File: src/design/lfu_pkg.sv
// Shared constants and controller/datapath interface types for the LFU slot set.
package lfu_pkg;

  localparam int DEF_MAX_SLOTS = 32;
  localparam int DEF_KEY_BITS  = 8;

  localparam int CFG_W   = 6;
  localparam int IN_KEY_W = 8;
  localparam int OUT_IDX_W = 5;
  localparam int COUNT_W = 16;
  localparam int STAMP_W = 32;

  localparam logic [CFG_W-1:0]   ACTIVE_RESET = CFG_W'(32);
  localparam logic [COUNT_W-1:0] COUNT_MAX    = '1;
  localparam logic [STAMP_W-1:0] STAMP_MAX    = '1;

  typedef struct packed {
    logic clear;   // item accepted: latch key, clear trackers, rewind scan
    logic step;    // issue one slot read
    logic commit;  // update the chosen slot and load the result
  } cmd_t;

  typedef struct packed {
    logic last_addr;  // current read address is the last slot
    logic out_free;   // result register can take a new item this cycle
  } status_t;

endpackage

File: src/design/lfu_ram.sv
// Generic simple dual-port RAM with registered read.
module lfu_ram #(
  parameter int WIDTH = 8,
  parameter int DEPTH = 32,
  localparam int AW = (DEPTH > 1) ? $clog2(DEPTH) : 1
) (
  input  logic             clk,
  input  logic             we,
  input  logic [AW-1:0]    waddr,
  input  logic [WIDTH-1:0] wdata,
  input  logic [AW-1:0]    raddr,
  output logic [WIDTH-1:0] rdata
);

  logic [WIDTH-1:0] mem [DEPTH];

  always_ff @(posedge clk) begin
    if (we) begin
      mem[waddr] <= wdata;
    end
    rdata <= mem[raddr];
  end

endmodule

File: src/design/lfu_ctrl.sv
// Controller state machine: sequences accept, slot scan, drain and commit.
module lfu_ctrl (
  input  logic             clk,
  input  logic             rst,
  input  logic             in_valid,
  output logic             in_ready,
  input  lfu_pkg::status_t status,
  output lfu_pkg::cmd_t    cmd
);

  typedef enum logic [1:0] {
    IDLE,
    SCAN,
    DRAIN,
    COMMIT
  } state_t;

  state_t state;

  assign in_ready   = (state == IDLE);
  assign cmd.clear  = (state == IDLE) && in_valid;
  assign cmd.step   = (state == SCAN);
  assign cmd.commit = (state == COMMIT) && status.out_free;

  always_ff @(posedge clk) begin
    if (rst) begin
      state <= IDLE;
    end else begin
      unique case (state)
        IDLE:   if (in_valid) state <= SCAN;
        SCAN:   if (status.last_addr) state <= DRAIN;
        DRAIN:  state <= COMMIT;
        COMMIT: if (status.out_free) state <= IDLE;
        default: state <= IDLE;
      endcase
    end
  end

endmodule

File: src/design/lfu_datapath.sv
// Datapath: slot store, scan trackers, slot update and result register.
module lfu_datapath #(
  parameter int MAX_SLOTS = lfu_pkg::DEF_MAX_SLOTS,
  parameter int KEY_BITS  = lfu_pkg::DEF_KEY_BITS
) (
  input  logic                           clk,
  input  logic                           rst,
  input  lfu_pkg::cmd_t                  cmd,
  output lfu_pkg::status_t               status,
  input  logic [lfu_pkg::IN_KEY_W-1:0]   key_id,
  input  logic                           cfg_we,
  input  logic [lfu_pkg::CFG_W-1:0]      cfg_data,
  output logic                           out_valid,
  input  logic                           out_ready,
  output logic                           hit,
  output logic [lfu_pkg::OUT_IDX_W-1:0]  slot_index,
  output logic                           evict_valid,
  output logic [lfu_pkg::IN_KEY_W-1:0]   evicted_key,
  output logic [lfu_pkg::COUNT_W-1:0]    new_count
);

  localparam int IDXW  = (MAX_SLOTS > 1) ? $clog2(MAX_SLOTS) : 1;
  localparam int CNTW  = $clog2(MAX_SLOTS + 1);
  localparam int CMPW  = (CNTW > lfu_pkg::CFG_W) ? CNTW : lfu_pkg::CFG_W;
  localparam int CW    = lfu_pkg::COUNT_W;
  localparam int SW    = lfu_pkg::STAMP_W;
  localparam int WORDW = KEY_BITS + CW + SW;

  // slot store and state
  logic [MAX_SLOTS-1:0]        valid;
  logic [SW-1:0]               seq;
  logic [lfu_pkg::CFG_W-1:0]   active;
  logic [KEY_BITS-1:0]         key;
  logic [IDXW-1:0]             addr;
  logic                        eval_vld;
  logic [IDXW-1:0]             eval_idx;

  // scan trackers
  logic                        found;
  logic [IDXW-1:0]             found_idx;
  logic [CW-1:0]               found_count;
  logic [SW-1:0]               found_stamp;
  logic                        vic_found;
  logic [IDXW-1:0]             vic_idx;
  logic [CW-1:0]               vic_count;
  logic [SW-1:0]               vic_stamp;
  logic [KEY_BITS-1:0]         vic_key;
  logic                        free_found;
  logic [IDXW-1:0]             free_idx;
  logic [CNTW-1:0]             used;

  logic [WORDW-1:0]            rd_data;
  logic [KEY_BITS-1:0]         rd_key;
  logic [CW-1:0]               rd_count;
  logic [SW-1:0]               rd_stamp;
  logic                        rd_less;

  logic [KEY_BITS+lfu_pkg::IN_KEY_W-1:0] key_ext;
  logic [KEY_BITS+lfu_pkg::IN_KEY_W-1:0] evk_ext;
  logic [IDXW+lfu_pkg::OUT_IDX_W-1:0]    idx_ext;

  logic                        room;
  logic [CMPW-1:0]             used_x;
  logic [CMPW-1:0]             cap_x;
  logic [IDXW-1:0]             slot;
  logic                        ev;
  logic [CW-1:0]               cnt_next;
  logic [SW-1:0]               stamp_w;
  logic [WORDW-1:0]            wr_data;

  assign key_ext  = {{KEY_BITS{1'b0}}, key_id};
  assign rd_key   = rd_data[WORDW-1 -: KEY_BITS];
  assign rd_count = rd_data[SW +: CW];
  assign rd_stamp = rd_data[SW-1:0];
  assign rd_less  = (rd_count < vic_count) ||
                    ((rd_count == vic_count) && (rd_stamp < vic_stamp));

  assign status.last_addr = (addr == IDXW'(MAX_SLOTS - 1));
  assign status.out_free  = !out_valid || out_ready;

  // capacity zero acts as one; capacity above the slot count is bounded by free_found
  assign used_x = CMPW'(used);
  assign cap_x  = (active == '0) ? CMPW'(1) : CMPW'(active);
  assign room   = free_found && (used_x < cap_x);

  always_comb begin
    slot     = vic_idx;
    ev       = 1'b0;
    cnt_next = CW'(1);
    stamp_w  = seq;
    if (found) begin
      slot     = found_idx;
      cnt_next = (found_count == lfu_pkg::COUNT_MAX) ? lfu_pkg::COUNT_MAX
                                                     : found_count + CW'(1);
      stamp_w  = found_stamp;
    end else if (room) begin
      slot = free_idx;
    end else begin
      ev = 1'b1;
    end
  end

  assign wr_data = {key, cnt_next, stamp_w};
  assign evk_ext = {{lfu_pkg::IN_KEY_W{1'b0}}, vic_key};
  assign idx_ext = {{lfu_pkg::OUT_IDX_W{1'b0}}, slot};

  lfu_ram #(
    .WIDTH (WORDW),
    .DEPTH (MAX_SLOTS)
  ) u_slots (
    .clk   (clk),
    .we    (cmd.commit),
    .waddr (slot),
    .wdata (wr_data),
    .raddr (addr),
    .rdata (rd_data)
  );

  always_ff @(posedge clk) begin
    if (rst) begin
      valid     <= '0;
      seq       <= '0;
      active    <= lfu_pkg::ACTIVE_RESET;
      eval_vld  <= 1'b0;
      out_valid <= 1'b0;
    end else begin
      if (cfg_we) begin
        active <= cfg_data;
      end
      eval_vld <= cmd.step;
      if (cmd.commit) begin
        valid[slot] <= 1'b1;
        if (seq != lfu_pkg::STAMP_MAX) begin
          seq <= seq + SW'(1);
        end
        out_valid <= 1'b1;
      end else if (out_ready) begin
        out_valid <= 1'b0;
      end
    end
  end

  always_ff @(posedge clk) begin
    if (cmd.clear) begin
      key        <= key_ext[KEY_BITS-1:0];
      addr       <= '0;
      found      <= 1'b0;
      vic_found  <= 1'b0;
      free_found <= 1'b0;
      used       <= '0;
    end else begin
      if (cmd.step) begin
        addr     <= addr + IDXW'(1);
        eval_idx <= addr;
      end
      if (eval_vld) begin
        if (valid[eval_idx]) begin
          used <= used + CNTW'(1);
          if (!found && (rd_key == key)) begin
            found       <= 1'b1;
            found_idx   <= eval_idx;
            found_count <= rd_count;
            found_stamp <= rd_stamp;
          end
          if (!vic_found || rd_less) begin
            vic_found <= 1'b1;
            vic_idx   <= eval_idx;
            vic_count <= rd_count;
            vic_stamp <= rd_stamp;
            vic_key   <= rd_key;
          end
        end else if (!free_found) begin
          free_found <= 1'b1;
          free_idx   <= eval_idx;
        end
      end
    end
  end

  always_ff @(posedge clk) begin
    if (cmd.commit) begin
      hit         <= found;
      slot_index  <= idx_ext[lfu_pkg::OUT_IDX_W-1:0];
      evict_valid <= ev;
      evicted_key <= ev ? evk_ext[lfu_pkg::IN_KEY_W-1:0] : '0;
      new_count   <= cnt_next;
    end
  end

  a_commit_after_scan: assert property (@(posedge clk) disable iff (rst)
    cmd.commit |-> !eval_vld && !cmd.step)
    else $error("commit while scan still running");

  a_commit_has_slot: assert property (@(posedge clk) disable iff (rst)
    cmd.commit |-> (found || room || vic_found))
    else $error("commit without a target slot");

  a_slot_marked: assert property (@(posedge clk) disable iff (rst)
    cmd.commit |=> valid[$past(slot)])
    else $error("committed slot not marked valid");

  a_hit_no_evict: assert property (@(posedge clk) disable iff (rst)
    out_valid |-> !(hit && evict_valid) && (new_count != '0))
    else $error("inconsistent result item");

endmodule

File: src/design/lfu_slot_replacement.sv
// Top level of the LFU slot set: channels, configuration register and submodules.
//
// Usage:
//   Input channel in_valid/in_ready carries one key_id per item. Output channel
//   out_valid/out_ready returns one result item per input: hit, slot_index,
//   evict_valid, evicted_key and new_count.
//   Config channel cfg_valid/cfg_ready writes active_slots; cfg_ready is always
//   high. Write it only while no item is in flight.
//   Each item scans every slot of the slot RAM, one read per cycle, then
//   updates the chosen slot. The result item is valid once that update is
//   committed; a new item is accepted only after the last one has committed,
//   as the slot RAM has a single read port.
//   The result register holds one finished item; the next item is accepted
//   and scanned while it waits. If the receiver still stalls at commit, the
//   block holds there until out_ready.
//   Synchronous reset empties all slots, clears the sequence stamp and sets
//   active_slots to 32. No clearing pass is needed.
module lfu_slot_replacement #(
  parameter int MAX_SLOTS = lfu_pkg::DEF_MAX_SLOTS,
  parameter int KEY_BITS  = lfu_pkg::DEF_KEY_BITS
) (
  input  logic                           clk,
  input  logic                           rst,
  input  logic                           in_valid,
  output logic                           in_ready,
  input  logic [lfu_pkg::IN_KEY_W-1:0]   key_id,
  output logic                           out_valid,
  input  logic                           out_ready,
  output logic                           hit,
  output logic [lfu_pkg::OUT_IDX_W-1:0]  slot_index,
  output logic                           evict_valid,
  output logic [lfu_pkg::IN_KEY_W-1:0]   evicted_key,
  output logic [lfu_pkg::COUNT_W-1:0]    new_count,
  input  logic                           cfg_valid,
  output logic                           cfg_ready,
  input  logic [lfu_pkg::CFG_W-1:0]      active_slots
);

  lfu_pkg::cmd_t    cmd;
  lfu_pkg::status_t status;

  assign cfg_ready = 1'b1;

  lfu_ctrl u_ctrl (
    .clk      (clk),
    .rst      (rst),
    .in_valid (in_valid),
    .in_ready (in_ready),
    .status   (status),
    .cmd      (cmd)
  );

  lfu_datapath #(
    .MAX_SLOTS (MAX_SLOTS),
    .KEY_BITS  (KEY_BITS)
  ) u_dp (
    .clk         (clk),
    .rst         (rst),
    .cmd         (cmd),
    .status      (status),
    .key_id      (key_id),
    .cfg_we      (cfg_valid && cfg_ready),
    .cfg_data    (active_slots),
    .out_valid   (out_valid),
    .out_ready   (out_ready),
    .hit         (hit),
    .slot_index  (slot_index),
    .evict_valid (evict_valid),
    .evicted_key (evicted_key),
    .new_count   (new_count)
  );

endmodule

File: config.mk
export PLATFORM = sky130hd
export DESIGN_NAME = lfu_slot_replacement
export DESIGN_NICKNAME = d
export VERILOG_FILES = /design/src/design/lfu_pkg.sv /design/src/design/lfu_ram.sv /design/src/design/lfu_ctrl.sv /design/src/design/lfu_datapath.sv /design/src/design/lfu_slot_replacement.sv
export SDC_FILE = /design/constraint.sdc
export NUM_CORES = 2
export LEC_CHECK = 0
export ABC_AREA = 1
export BUFFER_PORTS_ARGS = -buffer_cell sky130_fd_sc_hd__buf_2
export CAP_MARGIN = 20
export CORE_MARGIN = 2
export CORE_UTILIZATION = 54
export CTS_CLUSTER_SIZE = 40
export DETAILED_ROUTE_END_ITERATION = 7
export PLACE_DENSITY = 0.72
export SLEW_MARGIN = 20
export SYNTH_ARGS = -nofsm -noshare
export SYNTH_HDL_FRONTEND = slang
export SYNTH_SLANG_ARGS = --single-unit
File: constraint.sdc
create_clock -name clk -period 3.64 [get_ports clk]
set_input_delay 0.728 -clock clk [delete_from_list [all_inputs] [get_ports clk]]
set_output_delay 0.728 -clock clk [all_outputs]
set_load 0.05 [all_outputs]
### Word-level counts from Yosys, hierarchy flattened

Memories as Yosys holds them, arrays and structs flattened. A register that Yosys moved wholly into a read port is not among the register bits.
Cells that the tools add are included.

| storage, ports and cells | value |
|---|---|
| bits in registers | 251 |
| latch bits | 0 |
| RAM bits | 1792 |
| bits in read-only memories | 0 |
| input port bits | 19 |
| output and inout bits | 34 |
| word-level logic and storage cells | 97 |
| memories kept | 1 |

| cells by class | value |
|---|---|
| add/subtract/negate cells | 4 |
| $mul | 0 |
| divide/modulo/power cells | 0 |
| order comparisons | 6 |
| equal/unequal tests | 11 |
| shift operators | 0 |
| mux-type cells | 20 |
| bitwise gates (word level) | 4 |
| reductions and logical operators | 25 |

Memories:

| name | words | width | rd ports | clocked after Yosys merged registers in | write ports | line | RTL |
|---|---|---|---|---|---|---|---|
| u_dp.u_slots.mem | 32 | 56 | 1 | 1 | 1 | lfu_ram.sv:15 | `logic [WIDTH-1:0] mem [DEPTH];` |

Operators with widths:

| cell | number |
|---|---|
| $add A32 B1 Y32 const B | 1 |
| $lt A32 B32 Y1 | 1 |
| $mux W16 | 2 |
| $mux W32 | 1 |
| $ne A32 B32 Y1 const B | 1 |
| $or A32 B32 Y32 | 1 |
| $add A16 B1 Y16 const B | 1 |
| $eq A16 B16 Y1 | 1 |
| $eq A16 B16 Y1 const B | 1 |
| $lt A16 B16 Y1 | 1 |
| $lt A5 B6 Y1 const B | 2 |
| $reduce_and A4 Y1 | 3 |
| $mux W5 | 2 |
| $reduce_and A3 Y1 | 3 |
| $eq A8 B8 Y1 | 1 |
| $mux W1 | 8 |
| $pmux W2 S4 | 1 |
| $reduce_and A2 Y1 | 4 |
| $add A6 B1 Y6 const B | 1 |
| $logic_and A1 B1 Y1 | 6 |
| $logic_not A6 Y1 | 1 |
| $lt A6 B6 Y1 | 1 |
| $mux W2 | 3 |
| $mux W6 | 1 |
| other kinds (14) | 22 |

### Longest topological paths before layout

| depth | value |
|---|---|
| word-level depth | 11 |
| depth in mapped cells | 16 |
| mapped depth without buffers | 16 |

### Cells and area by module

From an unflattened synthesis, not the netlist that was laid out.

| unflattened totals | value |
|---|---|
| cells, all modules | 7336 |
| area, all modules | 84989.0 sq um |

Modules (own cells, without submodules):

| module | times used | cells each | area an instance (sq um) | seq. area each (sq um) |
|---|---|---|---|---|
| lfu_ram | 1 | 6150 | 73406.7 | 54932.7 |
| lfu_datapath | 1 | 1155 | 11385.9 | 6616.3 |
| lfu_ctrl | 1 | 29 | 185.2 | 40.0 |
| lfu_slot_replacement | 1 | 2 | 11.3 | 0.0 |

### Worst setup path before layout

Ideal clock, no wire load.

| path | value |
|---|---|
| path kind | in2reg |
| start point | input port out_ready |
| end point | memory u_dp.u_slots.mem[14][0] (netlist name), enable pin |
| setup time | 0.426 ns |
| data arrival time | 3.497 ns |
| data required time | 3.214 ns |
| slack | -0.283 ns |
| stages | 6 |
| path buffers | 0 |
| cells stage by stage | inv_1 -> nand2_1 -> nand2_1 -> inv_1 -> nand3_2 -> nor2_2 |

RTL lines:

| element | line | RTL |
|---|---|---|
| start, declared | lfu_slot_replacement.sv:28 | `input logic out_ready,` |
| end, declared | lfu_ram.sv:15 |  |

### Final worst setup path

| path | value |
|---|---|
| start point | register u_dp.active[5] (netlist name) |
| end point | memory u_dp.u_slots.mem[13][14] (netlist name), enable pin |

| between the ends | value |
|---|---|
| cells in the longest elaborated chain, start to end | 6 |

RTL lines:

| element | line | RTL |
|---|---|---|
| start, declared | lfu_datapath.sv:32 | `logic [lfu_pkg::CFG_W-1:0] active;` |
| start signal, assigned | lfu_datapath.sv:123 | `active <= lfu_pkg::ACTIVE_RESET;` |
| start signal, assigned | lfu_datapath.sv:128 | `active <= cfg_data;` |
| $logic_not A6 Y1 | lfu_datapath.sv:83 | `assign cap_x = (active == '0) ? CMPW'(1) : CMPW'(active);` |
| $mux W6 * | lfu_datapath.sv:83 |  |
| $lt A6 B6 Y1 * | lfu_datapath.sv:84 | `assign room = free_found && (used_x < cap_x);` |
| $logic_and A1 B1 Y1 * | lfu_datapath.sv:84 |  |
| $mux W5 * | lfu_datapath.sv:96 | `end else if (room) begin` |
| $mux W5 * | lfu_datapath.sv:91 | `if (found) begin` |
| net u_dp.slot[4] | lfu_datapath.sv:65 | `logic [IDXW-1:0] slot;` |

Mark *: on every way through the listed nets, which the timed path passes. The rest lies on a longest branch.

==> results_dict.tcl <==
set metrics [dict create \
    vdd_drop_max_uv 529 \
    crit_family "buffers and inverters" \
    syn_avg_cell_area_um2 13.2 \
    synth_cell_type_count 50 \
    ctsHoldBuffers 0 \
    syn_area_um2 82100 \
    cts_resized 0 \
    hold-worst-slack_ns 0.0630 \
    ioPinCount 53 \
    hold_violations 0 \
    p_clk_frac 0.317 \
    period_share 0.925 \
    die_h_um 394 \
    worst_slew_pin_slew_ns 1.05 \
    n_fill_cell 11000 \
    seqPwrFrac 0.440 \
    crit_path_top_delay_cell "clkinvlp_4" \
    dieArea_um2 155000 \
    core_area_um2 152000 \
    worst_path_largest_cell_delay_ns 0.61 \
    maxSlewHeadroom 0.298 \
    diodes 0 \
    status "complete, no violations" \
    clock_path_buffers 3 \
    cp_num_buf_inv 4 \
    cts-root-buf "clkbuf_16" \
    globalplace.congestion 0.894 \
    syn_inst 6229 \
    grt_setup_unrepaired "no" \
    nets 6366 \
    place_inst 8115 \
    critical_path_class "reg -> reg" \
    min_path_type "in -> reg" \
    maxCapViolations 0 \
    p_int_mw 43.4 \
    grtUsageTotal 0.276 \
    start_util 0.542 \
    post-route-util 0.611 \
    drive_gt1_frac 0.103 \
    critPathMaxFanout 16 \
    cp-start-kind "flip-flop" \
    cts_tree "yes" \
    fmax_mhz 297 \
    first_pass_iters 6 \
    num_vias 53400 \
    p_leak_nw 30.6 \
    die_x_um 394 \
    power.switching_mw 20.3 \
    row_count 143 \
    sw_frac_of_total 0.319 \
    arrival_ns 3.93 \
    ant_nets 0 \
    fin_ws_ns 0.272 \
    clk_pin_slew_ns 0.06 \
    cts.sinks 2099 \
    grt_pass1_wl_um 322000 \
    async_reset_ff_frac 0 \
    io_buffers 51 \
    grt_pass1_vias 51300 \
    setup_violations 0 \
    fin_crit_ns 3.37 \
    cp.required_ns 4.20 \
    cts_htree_levels 4 \
    place_ws_ns 0.385 \
    ys_seq_area_frac 0.750 \
    cts_buffers 198 \
    wl_per_cell_um 25.6 \
    drv_slew 0 \
    hpwl_um 114000 \
    avgViaCountPerCell 6.29 \
    ys_ff_latch 2099 \
    ys.warnings.count 0 \
    stdcell_count 8486 \
    grt_antenna_before_repair 2 \
    synth_edf_count 1955 \
    drt_iter0_drc 7589 \
    clk_latency_ns 0.84 \
    grt_max_degree 182 \
    fin_skew_ns 0.0250 \
    area_delta_synth_final_pct 12.8 \
    synth_nets 6309 \
    routed_wl_um 217000 \
    post_cts_buffers 0 \
    overflow 0 \
    p_comb_frac 0.243 \
    crit_chain "inv_1 > ha_1 > nand4_1 > nand3_2 > a31oi_4 > nand2_4 > nand2_1 > nand3_2 > nand2_4 > inv_2 > nand2_2 > nor2_2 > nand2_1 > clkinvlp_4 > buf_12" \
    powerDensity_nw_per_um2 689 \
    crit_path_end_kind "flip-flop" \
    ys.flop_type "edfxtp_1" \
    route.detailed.drc 0 \
]
synthesized netlist by cell type (all sizes together) (101+ instances only):
cell type,n,area [um^2]
a21oi,101,509
edfxtp,1955,58700
o22ai,224,1400
nand3,159,868
o21ai,1209,6050
dfxtp,144,2880
nand2,193,791
clkbuf,302,1130
o221ai,229,2010
buf,104,522
inv,270,1020
nor2,1114,4290
logic make-up (layout without fill, tap and decap cells):
| group | after synthesis | after routing | synth area share |
|---|---|---|---|
| simple gates | 1526 | 1526 | 0.0767 |
| fa+ha+maj | 61 | 61 | 0.00930 |
| compound gates | 1838 | 1838 | 0.128 |
| other cells | 1 | 1 | 0.0000457 |
| xor+xnor | 26 | 26 | 0.00277 |
| flops | 2099 | 2099 | 0.750 |
| buf+inv | 678 | 905 | 0.0326 |
sequential cells by signal, summed over array words and instances, names as in the netlist, 6 cells and up:
register	flops
u_dp.vic_count	16
u_dp.used	6
u_dp.vic_stamp	32
u_dp.u_slots.rdata	56
u_dp.found_count	16
u_dp.vic_key	8
u_dp.valid	32
u_dp.seq	32
u_dp.key	8
u_dp.new_count	16
u_dp.evicted_key	8
u_dp.found_stamp	32
u_dp.active	6
u_dp.u_slots.mem	1792
stage by stage:
| step | total power, mW | setup TNS [ns] | area (um^2) |
|---|---|---|---|
| after floorplan | 38.3 | -88.39 | 82200 |
| after global placement | 43.3 | 0 | 86200 |
| after detailed placement | 43.7 | 0 | 86200 |
| after CTS | 63.7 | 0 | 92600 |
| after global routing | 66.3 | 0 | 92600 |
| final | 63.8 | 0 | 92600 |
final timing paths:
kind,depth (start not counted),start,slack (ns),endpoint
max,15,u_dp.active[5]$_SDFFE_PP1P_,0.27,u_dp.u_slots.mem[13][14]$_DFFE_PP_
min,1,key_id[7],0.06,u_dp.key[7]$_DFFE_PP_
max reg2reg,15,u_dp.active[5]$_SDFFE_PP1P_,0.27,u_dp.u_slots.mem[13][14]$_DFFE_PP_
min reg2reg,2,u_dp.valid[12]$_SDFFE_PP0P_,0.45,u_dp.valid[12]$_SDFFE_PP0P_
power groups by stage:
| stage | clock (mW) | combinational (mW) | sequential, mW |
|---|---|---|---|
| detailed placement | 0 | 15.2 | 28.5 |
| finish | 20.2 | 15.5 | 28.1 |
| floorplan | 0 | 9.99 | 28.3 |
| global placement | 0 | 14.8 | 28.5 |
| global route | 21.2 | 16.9 | 28.1 |
| CTS | 20.3 | 15.3 | 28.0 |
cells in the final DEF (no fill, tap or decap), types with 93 or more instances in the layout:
cell type  count
inv_1        230
buf_4        123
o21ai_1      113
o221ai_1     229
nand3_1      146
a21oi_1       93
dfxtp_1      138
nand2_1      179
nor2_1      1089
o22ai_1      224
o21ai_0     1074
edfxtp_1    1955
clkbuf_16    202
worst register-to-register path, cell delays in order, from the launching register on:
cell and delay [ns]:
dfxtp_1 0.33, inv_1 0.06, ha_1 0.35, nand4_1 0.14, nand3_2 0.09, a31oi_4 0.27
nand2_4 0.11, nand2_1 0.08, nand3_2 0.08, nand2_4 0.19, inv_2 0.07, nand2_2 0.10
nor2_2 0.05, nand2_1 0.12, clkinvlp_4 0.61, buf_12 0.41
area by class of cell:
class	count	area, um^2	area share
Inverter	272	1130	0.0122
Sequential cell	2099	61600	0.665
Timing Repair Buffer	263	2970	0.0320
Multi-Input combinational cell	3452	18000	0.195
Clock buffer	270	5460	0.0590
Clock inverter	100	880	0.00950
Tap cell	2030	2540	0.0274
metal layers:
metal	vias to the layer above	share of wire	track usage
met5	-	0	0
met2	3391	0.47	0.435
met1	26200	0.38	0.379
met4	0	0.037	0.110
met3	474	0.11	0.0553
li1	23300	-	-
Power figures use the tool's default switching activity.
